**src/rtl/bir_pkg.sv**
```systemverilog
// Shared types and constants for the bimodal insertion replacement block.
// No dependencies; every other file of the block imports this package.
`default_nettype none

package bir_pkg;

   localparam int SET_W    = 11;
   localparam int WAY_W    = 4;
   localparam int STAMP_W  = 32;
   localparam int RAND_W   = 8;
   localparam int DEF_SETS = 2048;
   localparam int DEF_WAYS = 16;

   // Request operation codes
   localparam logic OP_VICTIM = 1'b0;
   localparam logic OP_UPDATE = 1'b1;

   typedef enum logic [2:0] {
      ST_CLEAR,
      ST_IDLE,
      ST_DECIDE,
      ST_REDUCE,
      ST_FINISH
   } bir_state_type;

   // Controller to datapath
   typedef struct packed {
      logic req_ready;
      logic clear_step;
      logic read;
      logic reduce;
      logic reduce_first;
      logic write_mru;
      logic write_lru;
      logic load_rsp;
   } bir_cmd_type;

   // Datapath to controller
   typedef struct packed {
      logic req_valid;
      logic clear_last;
      logic is_update;
      logic set_ok;
      logic way_ok;
      logic mru;
      logic rsp_busy;
   } bir_sts_type;

endpackage

`default_nettype wire

```
**src/rtl/bir_ctrl.sv**
```systemverilog
// Sequencer for the replacement block: clearing pass, request dispatch,
// minimum-tree stepping and write-back. Depends on bir_pkg.
`default_nettype none

module bir_ctrl
   import bir_pkg::*;
#(
   parameter int WAYS = DEF_WAYS
) (
   input  logic        clock,
   input  logic        reset,
   input  bir_sts_type sts,
   output bir_cmd_type cmd
);

   localparam int LEVELS = $clog2(WAYS);
   localparam int LW     = (LEVELS > 1) ? $clog2(LEVELS) : 1;

   bir_state_type state_ff, state_in;
   logic [LW-1:0] lvl_ff, lvl_in;
   logic          lvl_last;

   assign lvl_last = (lvl_ff == LW'(LEVELS - 1));

   always_ff @(posedge clock) begin
      if (reset) begin
         state_ff <= ST_CLEAR;
         lvl_ff   <= '0;
      end else begin
         state_ff <= state_in;
         lvl_ff   <= lvl_in;
      end
   end

   // Next state
   always_comb begin
      state_in = state_ff;
      lvl_in   = lvl_ff;
      case (state_ff)
         ST_CLEAR: begin
            if (sts.clear_last) state_in = ST_IDLE;
         end
         ST_IDLE: begin
            if (sts.req_valid) state_in = ST_DECIDE;
         end
         ST_DECIDE: begin
            lvl_in = '0;
            if (sts.is_update && !(sts.set_ok && sts.way_ok)) begin
               state_in = ST_IDLE;
            end else if (sts.is_update && sts.mru) begin
               state_in = ST_IDLE;
            end else begin
               state_in = ST_REDUCE;
            end
         end
         ST_REDUCE: begin
            lvl_in = lvl_ff + 1'b1;
            if (lvl_last) state_in = ST_FINISH;
         end
         ST_FINISH: begin
            if (sts.is_update || !sts.rsp_busy) state_in = ST_IDLE;
         end
         default: state_in = ST_CLEAR;
      endcase
   end

   // Outputs
   always_comb begin
      cmd = '0;
      case (state_ff)
         ST_CLEAR: cmd.clear_step = 1'b1;
         ST_IDLE:  cmd.req_ready  = 1'b1;
         ST_DECIDE: begin
            cmd.read      = 1'b1;
            cmd.write_mru = sts.is_update && sts.set_ok && sts.way_ok && sts.mru;
         end
         ST_REDUCE: begin
            cmd.reduce       = 1'b1;
            cmd.reduce_first = (lvl_ff == '0);
         end
         ST_FINISH: begin
            cmd.write_lru = sts.is_update;
            cmd.load_rsp  = !sts.is_update && !sts.rsp_busy;
         end
         default: cmd = '0;
      endcase
   end

endmodule

`default_nettype wire

```
**config.mk**
```make
export PLATFORM = sky130hd
export DESIGN_NAME = bir_ctrl
export DESIGN_NICKNAME = d
export VERILOG_FILES = /design/src/rtl/bir_pkg.sv /design/src/rtl/bir_ctrl.sv
export SDC_FILE = /design/constraint.sdc
export NUM_CORES = 1
export LEC_CHECK = 0
export ABC_AREA = 1
export BUFFER_PORTS_ARGS = -buffer_cell sky130_fd_sc_hd__buf_2
export CAP_MARGIN = 15
export CORE_AREA = 10 10 47 49
export CTS_CLUSTER_DIAMETER = 100
export DETAILED_ROUTE_END_ITERATION = 8
export DIE_AREA = 0 0 57 59
export PLACE_DENSITY_LB_ADDON = 0.12
export SYNTH_ARGS = -nofsm -noshare
export SYNTH_HDL_FRONTEND = slang
export SYNTH_SLANG_ARGS = --single-unit
```
**constraint.sdc**
```tcl
create_clock -name clock -period 1 [get_ports clock]
set_input_delay 0.2 -clock clock [delete_from_list [all_inputs] [get_ports clock]]
set_output_delay 0.2 -clock clock [all_outputs]
set_load 0.02 [all_outputs]
```
# Word-level counts from Yosys, hierarchy flattened
# Index checks and enable logic that the tools add are counted.
[totals] register_bits=5 input_bits=9 output_inout_bits=8 word_cells=41
[classes] n_addsub=1 n_eq_ne=9 muxes=14 reduce_logical=15
[op_table] op="3-bit one-hot mux with 5 select lines" n=1
[op_table] op="3-bit two-way mux" n=4
[op_table] op="2-bit two-way mux" n=4
[op_table] op="2-bit != test, second input constant" n=4
[op_table] op="1-bit logical AND" n=7
[op_table] op="3-bit by 2-bit == test with 1-bit output, second input constant" n=2
[op_table] op="1-bit two-way mux" n=4
[op_table] op="2-bit one-hot mux with 2 select lines" n=1
[op_table] op="4-bit AND reduction" n=1
[op_table] op="3-bit by 1-bit == test with 1-bit output, second input constant" n=1
[op_table] op="3-bit == test, second input constant" n=1
[op_table] op="1-bit logical NOT" n=3
[op_table] op="3-bit logical NOT" n=1
[op_table] op="2-bit by 1-bit adder with 2-bit output, second input constant" n=1
[op_table] op="2-bit == test, second input constant" n=1
[op_table] op="2-bit logical NOT" n=1
[op_table] op="2-bit nonzero test" n=1
[op_table] op="1-bit logical OR" n=1

# Depth between registers and ports, before layout
# Gate-level depths: netlist (run 1).
[depth] ltp_word=5 ltp_mapped=9 ltp_nobuf=9

# Worst setup path before layout (run 1)
# Ideal clock, no wire load.
[synth_path] kind="reg2out" from="reg state_ff[1]" to="out cmd[2] (netlist bit)" arrival_ns=1.247 t_required_ns=0.800 slack_ns=-0.447 stages_incl_launch_ff=5 n_path_buf=0 path_cell_list="dfxtp_1 -> inv_2 -> nor3_2 -> nand3_1 -> nor2_1"
[synth_rtl] item="start: declaration" line="bir_ctrl.sv:19" text="bir_state_type state_ff, state_in;"
[synth_rtl] item="start signal: assignment" line="bir_ctrl.sv:30" text="state_ff <= state_in;"
[synth_rtl] item="end: declaration" line="bir_ctrl.sv:13" text="output bir_cmd_type cmd"

==> results of run 1 <==
synthesized netlist by cell type (2+ instances only):
cell type	count
ha_1	2
nand2_1	15
nand3_1	3
nor2_2	5
nor2_1	9
dfxtp_1	5
inv_2	3
nor3_1	2
inv_1	10
a21oi_1	3
registers in the layout (all words and copies together), names as in the netlist:
| register | count |
|---|---|
| state_ff | 3 |
| lvl_ff | 2 |
what timing repair did:
action | 4_1_cts | 5_1_grt
setup endpoints to repair | 13 | 13
pin swaps | 7 | 3
setup buffers | 5 | 1
gates resized for setup | 23 | 7
cell families (layout without fill, tap and decap cells):
logic type / Yosys count / in the layout / synth area share
adder cells (fa/ha/maj): 2 / 2 / 0.0647
AO/OA/AOI/OAI: 5 / 5 / 0.0647
AND/OR/NAND/NOR: 38 / 38 / 0.466
buffers and inverters: 14 / 50 / 0.146
flip-flops: 5 / 5 / 0.259
worst max path at each step:
| stage | end | start | depth (start not counted) |
|---|---|---|---|
| final | cmd[2] | state_ff[2]$_SDFFE_PP0P_ | 4 |
| after global routing | cmd[3] | state_ff[2]$_SDFFE_PP0P_ | 5 |
| after CTS | cmd[2] | state_ff[1]$_SDFFE_PP0P_ | 5 |
| after detailed placement | cmd[2] | state_ff[1]$_SDFFE_PP0P_ | 5 |
| after global placement | cmd[3] | state_ff[2]$_SDFFE_PP0P_ | 5 |
| after floorplan | cmd[2] | state_ff[1]$_SDFFE_PP0P_ | 4 |
per-layer routing:
metal / part of all wire / global-route usage / up-vias
met4: 0.0079 / 0.0604 / 0
met3: 0.088 / 0.0279 / 2
li1: - / - / 268
met2: 0.47 / 0.135 / 15
met5: 0 / 0 / -
met1: 0.44 / 0.0915 / 219
cells in the final DEF, fill, tap and decap left out, types with 3 or more instances in the layout:
| master | netlist | layout |
|---|---|---|
| buf_4 | 1 | 17 |
| nand2_1 | 15 | 13 |
| inv_1 | 10 | 9 |
| nor2_2 | 5 | 9 |
| buf_2 | 0 | 8 |
| buf_6 | 0 | 8 |
| nor2_4 | 0 | 3 |
| nor3_4 | 0 | 3 |
| clkbuf_4 | 0 | 3 |
| dfxtp_4 | 0 | 3 |
cell type report:
type | count | area, um^2
clock buffers | 4 | 26.3
fillers | 139 | 609
inverters | 13 | 53.8
multi-input cells | 45 | 323
flip-flops and latches | 5 | 111
well taps | 16 | 20.0
repair buffers | 33 | 258
where the power goes:
| group | switching, mW | internal (mW) |
|---|---|---|
| registers | 0.143 | 0.297 |
| logic | 0.742 | 0.736 |
| clock network | 0.0899 | 0.151 |
| total | 0.975 | 1.18 |
==> impl_metrics.py, run 1 <==
metrics = {
    "status": {
        "status": "finished with violations",
        "failed_checks": "setup timing",
    },
    "synthesis": {
        "syn_inst": 64,
        "async_reset_ff_frac": 0,
        "yosysSeqAreaShare": 0.259,
        "post_synth_num_cell_types": 17,
        "synth_area_leaders": "dfxtp_1, nand2_1, inv_1",
        "synth-seq-cells": 5,
        "synth_fp_nets": 75,
        "avgSynthCellArea_um2": 6.04,
        "yosysTopAreaCellShare": 0.259,
        "yosysWarnings": 0,
        "synth_edf_count": 0,
        "synth_top_area_cell": "dfxtp_1",
        "syn_area_um2": 387,
        "synth-main-ff-cell": "dfxtp_1",
    },
    "clocking": {
        "cts_buffer_depth": 2,
        "cts_buffers": 3,
        "cts-root-buf": "clkbuf_4",
        "cts_tree": "done",
        "clock-sinks": 5,
        "clkSlewWorstSetupHoldPaths_ns": 0.05,
        "cts.htree.levels": 1,
        "cts_hold_buf": 0,
        "clk_latency_ns": 0.24,
    },
    "global_routing": {
        "first_global_vias": 545,
        "grt.total_usage": 0.0842,
        "grt_pass1_wl_mm": 2.33,
        "grt_max_degree": 7,
        "antenna_found_initial": 0,
        "gr-total-overflow": 0,
    },
    "placement": {
        "hpwl_um": 964,
        "numPortBuffers": 16,
        "dp_slack_ns": -0.156,
        "placed_cells": 106,
        "gp_congestion": 0.717,
        "place_area_um2": 616,
    },
    "route": {
        "drt-initial-drc-count": 1,
        "drc": 0,
        "dr.pass1.iters": 3,
        "routed_wl_mm": 1.27,
        "antenna_left": 0,
        "vias_per_cell": 4.34,
        "vias": 504,
        "wire_per_inst_um": 10.9,
    },
    "power": {
        "total_power_mw": 2.16,
        "irDropWorstVdd_mv": 1.73,
        "leakage_nw": 0.403,
        "powerDensity_mw_per_mm2": 2730,
    },
    "critical_path": {
        "worstReg2RegStart": "state_ff[2]$_SDFFE_PP0P_",
        "worst-setup-path-type": "flip-flop to primary output",
        "max_stage_delay_ns": 0.37,
        "cp_cell_sequence": "nor3_4 -> nand3_2 -> nor2_4 -> buf_6",
        "reg2regPathDepth": 8,
        "r2r_end": "state_ff[0]$_SDFFE_PP0P_",
        "path_max_fanout": 5,
        "cp_data_arrival_time_ns": 1.13,
        "slowest_stage": "dfxtp_4",
        "critical_path_buf_inv_count": 1,
        "reg2reg_slack_ns": -0.20,
        "cp-end-kind": "primary output",
        "cp-start-kind": "flip-flop",
        "critical_path_required_ns": 0.80,
        "cp_top_family": "simple AND/OR/NAND/NOR gates",
    },
    "finish": {
        "area_growth_pct": 105,
        "antenna_cells": 0,
        "finalCoreUtilization": 0.565,
        "final_area_um2": 792,
        "stdcell_count": 116,
        "nNetsFinal": 112,
        "drive_gt1_frac": 0.640,
    },
    "timing": {
        "fin_crit_sh": 1.33,
        "setup_violations": 12,
        "maxSlewViolCount": 0,
        "fin_tns_setup_ns": -2.80,
        "fin_worst_skew_ns": 0.00189,
        "worst_pin_slew_ns": 0.160,
        "timing.hold.ws_ns": 0.128,
        "final-hold-violation-count": 0,
        "maxSlewHeadroom": 0.893,
        "finalWorstSetupSlack_ns": -0.331,
        "rsz0062_at_grt": "true",
        "layout_min_cycle_time_ns": 1.33,
        "max_freq_ghz": 0.751,
    },
    "min_path": {
        "whs_endpoint": "lvl_ff[1]$_SDFFE_PP0P_",
        "min_path_cells": 2,
        "hp-class": "input port to flip-flop",
        "min-delay-start": "reset",
    },
    "die": {
        "fp.dieH_um": 59,
        "start_util": 0.276,
        "ioPinCount": 17,
        "die_w_um": 57,
        "row_count": 14,
        "die_area_mm2": 0.00336,
        "coreArea_mm2": 0.00140,
    },
    "flow_run": {
        "drv_cap": 0,
    },
}
Power figures use the tool's default switching activity.
==> inputs of run 2 (changes only) <==
--- a/config.mk
+++ b/config.mk
@@ -13,6 +13,7 @@
 export DETAILED_ROUTE_END_ITERATION = 8
 export DIE_AREA = 0 0 57 59
 export PLACE_DENSITY_LB_ADDON = 0.12
+export REMOVE_ABC_BUFFERS = 1
 export SYNTH_ARGS = -nofsm -noshare
 export SYNTH_HDL_FRONTEND = slang
 export SYNTH_SLANG_ARGS = --single-unit
==> impl_metrics.py, run 2 (synthesized netlist as in run 1, its figures left out) <==
metrics = {
    "power": {
        "power_frac_clock": 0.104,
        "powerDensity_mw_per_mm2": 2800,
        "swShare": 0.451,
        "combPwrFrac": 0.703,
        "p_int_mw": 1.24,
        "p_seq_frac": 0.193,
        "p_switching_mw": 1.02,
        "irDropWorstVdd_mv": 1.36,
        "leakage_nw": 0.409,
    },
    "critical_path": {
        "slowest_stage": "dfxtp_4",
        "cp-start-kind": "flip-flop",
        "cp_top_family": "flip-flops",
        "worst-setup-path-type": "flip-flop to primary output",
        "cp_cell_sequence": "nor3_4 -> nand3_1 -> nor2_1 -> buf_4",
        "max_stage_delay_ns": 0.37,
        "cp-end-kind": "primary output",
        "path_max_fanout": 5,
        "critical_path_buf_inv_count": 1,
        "cp_data_arrival_time_ns": 1.11,
        "critical_path_required_ns": 0.80,
    },
    "min_path": {
        "hp-class": "input port to flip-flop",
    },
    "route": {
        "drt-initial-drc-count": 6,
        "antenna_left": 0,
        "met2_length_um": 657,
        "wl_met3_um": 94,
        "routed_wl_mm": 1.31,
        "wl_met1_um": 549,
        "drc": 0,
        "wire_per_inst_um": 10.9,
        "vias": 508,
        "vias_per_cell": 4.23,
        "dr.pass1.iters": 4,
        "top_layer": "met4",
    },
    "flow_run": {
        "drv_cap": 0,
    },
    "finish": {
        "final_cell_mix": "buf_4, nor2_2, nand2_1, buf_2, nand2_2",
        "area_growth_pct": 108,
        "largest_reg_flops": 3,
        "final_common_cell": "buf_4",
        "nNetsFinal": 116,
        "antenna_cells": 0,
        "largest_register": "state_ff",
        "drive_gt1_frac": 0.740,
        "top_regs": "state_ff x3, lvl_ff x2",
        "final_area_um2": 806,
    },
    "clocking": {
        "cts-root-buf": "clkbuf_4",
        "cts.htree.levels": 1,
        "cts_tree": "done",
        "clkSlewWorstSetupHoldPaths_ns": 0.04,
        "clk_latency_ns": 0.24,
        "cts_buffers": 3,
        "clock-sinks": 5,
        "cts_buffer_depth": 2,
    },
    "global_routing": {
        "grt_max_degree": 7,
        "first_global_vias": 496,
        "grt_pass1_wl_mm": 2.06,
        "grt.total_usage": 0.0763,
        "gr-total-overflow": 0,
        "antenna_found_initial": 0,
    },
    "die": {
        "die_w_um": 57,
        "start_util": 0.276,
        "row_count": 14,
        "die_area_mm2": 0.00336,
        "coreArea_mm2": 0.00140,
        "fp.dieH_um": 59,
        "ioPinCount": 17,
    },
    "timing": {
        "final-hold-violation-count": 0,
        "finalWorstSetupSlack_ns": -0.310,
        "worst_pin_slew_ns": 0.181,
        "fin_worst_skew_ns": 0.000577,
        "setup_violations": 13,
        "rsz0062_at_grt": "true",
        "timing.hold.ws_ns": 0.115,
        "layout_min_cycle_time_ns": 1.31,
        "maxSlewViolCount": 0,
        "max_freq_ghz": 0.763,
        "maxSlewHeadroom": 0.879,
        "fin_crit_sh": 1.31,
    },
    "placement": {
        "place_area_um2": 584,
        "hpwl_um": 921,
        "numPortBuffers": 16,
        "gp_congestion": 0.726,
    },
    "status": {
        "failed_checks": "setup timing",
        "status": "finished with violations",
    },
}
-- run 2: cell count changes in the layout (fill, tap and decap cells not counted), sizes merged --
cell and delta:
buf +4
-- run 2: worst paths after layout --
kind | startpoint | end | slack [ns] | cells past startpoint
worst min register to register | lvl_ff[1]$_SDFFE_PP0P_ | lvl_ff[1]$_SDFFE_PP0P_ | 0.49 | 2
worst max-delay path | state_ff[2]$_SDFFE_PP0P_ | cmd[2] | -0.31 | 4
worst max register to register | state_ff[2]$_SDFFE_PP0P_ | state_ff[1]$_SDFFE_PP0P_ | -0.20 | 9
worst min-delay path | reset | lvl_ff[1]$_SDFFE_PP0P_ | 0.12 | 2
-- run 2: cell type report --
| class | count | area (um^2) |
|---|---|---|
| multi-input cells | 45 | 309 |
| clock buffers | 4 | 26.3 |
| inverters | 13 | 56.3 |
| fillers | 140 | 596 |
| well taps | 16 | 20.0 |
| repair buffers | 37 | 280 |
| flip-flops and latches | 5 | 114 |
-- run 2: worst register-to-register path: stages, from the launching register on --
cell	delay (ns)
dfxtp_4	0.37
inv_4	0.07
nand3_4	0.08
buf_4	0.15
nor2_2	0.08
nor2_2	0.06
nand2_4	0.11
nand2_1	0.07
nand2_1	0.07
nor2_2	0.04
-- run 2: metrics by stage --
step	TNS, ns	util	worst slack [ns]	total power [mW]	std cells
global route	-3.69	0.575	-0.403	2.43	120
global placement	-1.48	0.417	-0.169	1.41	109
detailed placement	-1.56	0.417	-0.200	1.40	109
CTS	-2.99	0.513	-0.337	1.99	116
floorplan	-1.51	-	-0.447	0.941	63
finish	-2.91	0.575	-0.310	2.26	120
-- run 2: power by group through the flow --
stage	combinational [mW]	sequential (mW)	clock [mW]
2_1_floorplan	0.594	0.347	0
3_3_place_gp	1.05	0.358	0
3_5_place_dp	1.04	0.357	0
4_1_cts	1.31	0.441	0.248
5_1_grt	1.73	0.448	0.255
6_report	1.59	0.436	0.235
-- run 2: routing by layer --
layer / GRT usage / vias to the layer above
met5: 0 / -
met4: 0.0604 / 0
met3: 0.0322 / 2
met2: 0.118 / 12
met1: 0.0803 / 220
li1: - / 274
-- run 2: what timing repair did --
action	4_1_cts	5_1_grt
gates cloned	0	0
setup endpoints to repair	13	13
gates resized for setup	30	21
pin swaps	8	5
hold buffers	0	0
setup buffers	3	4
==> inputs of run 3 (changes only) <==
--- a/config.mk
+++ b/config.mk
@@ -5,7 +5,6 @@
 export SDC_FILE = /design/constraint.sdc
 export NUM_CORES = 1
 export LEC_CHECK = 0
-export ABC_AREA = 1
 export BUFFER_PORTS_ARGS = -buffer_cell sky130_fd_sc_hd__buf_2
 export CAP_MARGIN = 15
 export CORE_AREA = 10 10 47 49
@@ -13,6 +12,7 @@
 export DETAILED_ROUTE_END_ITERATION = 8
 export DIE_AREA = 0 0 57 59
 export PLACE_DENSITY_LB_ADDON = 0.12
+export RECOVER_POWER = 25
 export REMOVE_ABC_BUFFERS = 1
 export SYNTH_ARGS = -nofsm -noshare
 export SYNTH_HDL_FRONTEND = slang
==> impl_metrics.py, run 3 <==
metrics = {
    "status": {
        "status": "finished with violations",
        "failed_checks": "setup timing",
    },
    "route": {
        "dr.pass1.iters": 2,
        "antenna_left": 0,
        "wire_per_inst_um": 12.8,
        "vias_per_cell": 4.83,
        "vias": 449,
        "drt-initial-drc-count": 4,
        "drc": 0,
        "routed_wl_mm": 1.19,
    },
    "critical_path": {
        "cp_data_arrival_time_ns": 1.28,
        "cp_cell_sequence": "or3b_4 -> nor3_2 -> buf_4",
        "cp-start-kind": "flip-flop",
        "worstReg2RegStart": "state_ff[0]$_SDFFE_PP0P_",
        "critical_path_buf_inv_count": 1,
        "path_max_fanout": 6,
        "max_stage_delay_ns": 0.41,
        "slowest_stage": "or3b_4",
        "critical_path_required_ns": 0.80,
        "cp-end-kind": "primary output",
        "crit_start": "state_ff[0]$_SDFFE_PP0P_",
        "worst-setup-path-type": "flip-flop to primary output",
        "cp_top_family": "simple AND/OR/NAND/NOR gates",
    },
    "clocking": {
        "clock-sinks": 5,
        "cts_tree": "done",
        "cts_buffers": 3,
        "clkSlewWorstSetupHoldPaths_ns": 0.05,
        "clk_latency_ns": 0.25,
        "cts-root-buf": "clkbuf_4",
        "cts.htree.levels": 1,
        "cts_buffer_depth": 2,
        "cts_hold_buf": 0,
    },
    "timing": {
        "fin_tns_setup_ns": -4.80,
        "max_freq_ghz": 0.677,
        "final-hold-violation-count": 0,
        "maxSlewHeadroom": 0.738,
        "layout_min_cycle_time_ns": 1.48,
        "maxSlewViolCount": 0,
        "fin_worst_skew_ns": 0.00122,
        "rsz0062_at_grt": "true",
        "timing.hold.ws_ns": 0.160,
        "worst_pin_slew_ns": 0.387,
        "setup_violations": 13,
        "fin_crit_sh": 1.48,
        "finalWorstSetupSlack_ns": -0.477,
    },
    "die": {
        "die_area_mm2": 0.00336,
        "coreArea_mm2": 0.00140,
        "ioPinCount": 17,
        "row_count": 14,
        "fp.dieH_um": 59,
        "die_w_um": 57,
        "start_util": 0.264,
    },
    "finish": {
        "antenna_cells": 0,
        "final_cell_mix": "buf_4, buf_2, buf_6, inv_1, nor2_1",
        "largest_reg_flops": 3,
        "final_common_cell": "buf_4",
        "area_growth_pct": 83.1,
        "drive_gt1_frac": 0.675,
        "top_regs": "state_ff x3, lvl_ff x2",
        "largest_register": "state_ff",
        "nNetsFinal": 89,
        "finalCoreUtilization": 0.484,
    },
    "min_path": {
        "hp-class": "input port to flip-flop",
        "min-delay-start": "reset",
    },
    "power": {
        "leakage_nw": 0.314,
        "irDropWorstVdd_mv": 0.490,
        "powerDensity_mw_per_mm2": 1200,
        "total_power_mw": 0.815,
    },
    "synthesis": {
        "synth-seq-cells": 5,
        "synth_area_leaders": "dfxtp_1, ha_1, mux2i_1",
        "yosysTopAreaCellShare": 0.270,
        "ys_top_cells_by_count": "dfxtp_1, nor2_1, inv_1",
        "yosysSeqAreaShare": 0.270,
        "post_synth_num_cell_types": 27,
        "avgSynthCellArea_um2": 8.05,
        "yosysWarnings": 0,
        "synth-main-ff-cell": "dfxtp_1",
        "synth_top_area_cell": "dfxtp_1",
        "async_reset_ff_frac": 0,
        "syn_inst": 46,
        "synth_edf_count": 0,
        "syn_area_um2": 370,
    },
    "global_routing": {
        "grt.total_usage": 0.0737,
        "gr-total-overflow": 0,
        "grt_pass1_wl_mm": 1.97,
        "antenna_found_initial": 0,
        "grt_max_degree": 9,
        "first_global_vias": 480,
    },
    "placement": {
        "hpwl_um": 904,
        "numPortBuffers": 16,
        "gp_congestion": 0.742,
        "dp_slack_ns": -0.385,
    },
    "flow_run": {
        "drv_cap": 0,
    },
}
run 3: cell types whose count changed in the layout (fill, tap and decap cells not counted), sizes merged, moves of 2 or more:
| cell | change |
|---|---|
| o21ai | -2 |
| nand3 | -3 |
| nor2 | -9 |
| buf | -8 |
| inv | -9 |
| mux2i | +2 |
| nand2 | -13 |
run 3: final cells by class:
type                            instances  area [um^2]
Clock buffer                            4         26.3
Fill cell                             159          723
Sequential cell                         5          110
Multi-Input combinational cell         35          290
Tap cell                               16         20.0
Inverter                                4         15.0
Timing Repair Buffer                   29          216
run 3: worst paths after layout:
path                            slack [ns]  depth (start not counted)                        to
worst max-delay path                 -0.48                          3                    cmd[2]
worst min-delay path                  0.16                          2  state_ff[2]$_SDFFE_PP0P_
worst max register to register       -0.38                          4  state_ff[1]$_SDFFE_PP0P_
worst min register to register        0.60                          3    lvl_ff[0]$_SDFFE_PP0P_
run 3: metrics by stage:
step | cell area, um^2 | cells
after detailed placement | 534 | 86
after CTS | 653 | 93
after floorplan | 359 | 44
after global placement | 534 | 86
final | 678 | 93
after global routing | 678 | 93
run 3: cell families (layout without fill, tap and decap cells):
family / Yosys count / count (layout) / share of synthesized area
fa+ha+maj: 2 / 2 / 0.0676
buf+inv: 6 / 37 / 0.0709
flops: 5 / 5 / 0.270
mux: 3 / 3 / 0.0845
simple gates: 23 / 23 / 0.375
compound gates: 7 / 7 / 0.132
run 3: per-layer routing:
layer,share of wire,GRT usage
met1,0.38,0.0659
met2,0.53,0.127
met3,0.085,0.0451
met4,0,0.0403
met5,0,0
run 3: what timing repair did:
item / 4_1_cts / 5_1_grt
pin swaps: 5 / 1
setup buffers: 3 / 0
cloned: 0 / 0
resized for setup: 23 / 7
setup endpoints to repair: 13 / 13
run 3: where the power goes:
group          switching [mW]  leakage (nW)  internal (mW)
combinational           0.152         0.257          0.178
clock                   0.101        0.0150          0.152
sequential             0.0179        0.0430          0.214
total                   0.271         0.314          0.545
run 3: worst reg2reg max path: stages (launching register included):
cell      delay (ns)
dfxtp_2         0.34
nand2b_1        0.16
or4b_4          0.51
o211ai_2        0.09
mux2i_1         0.19
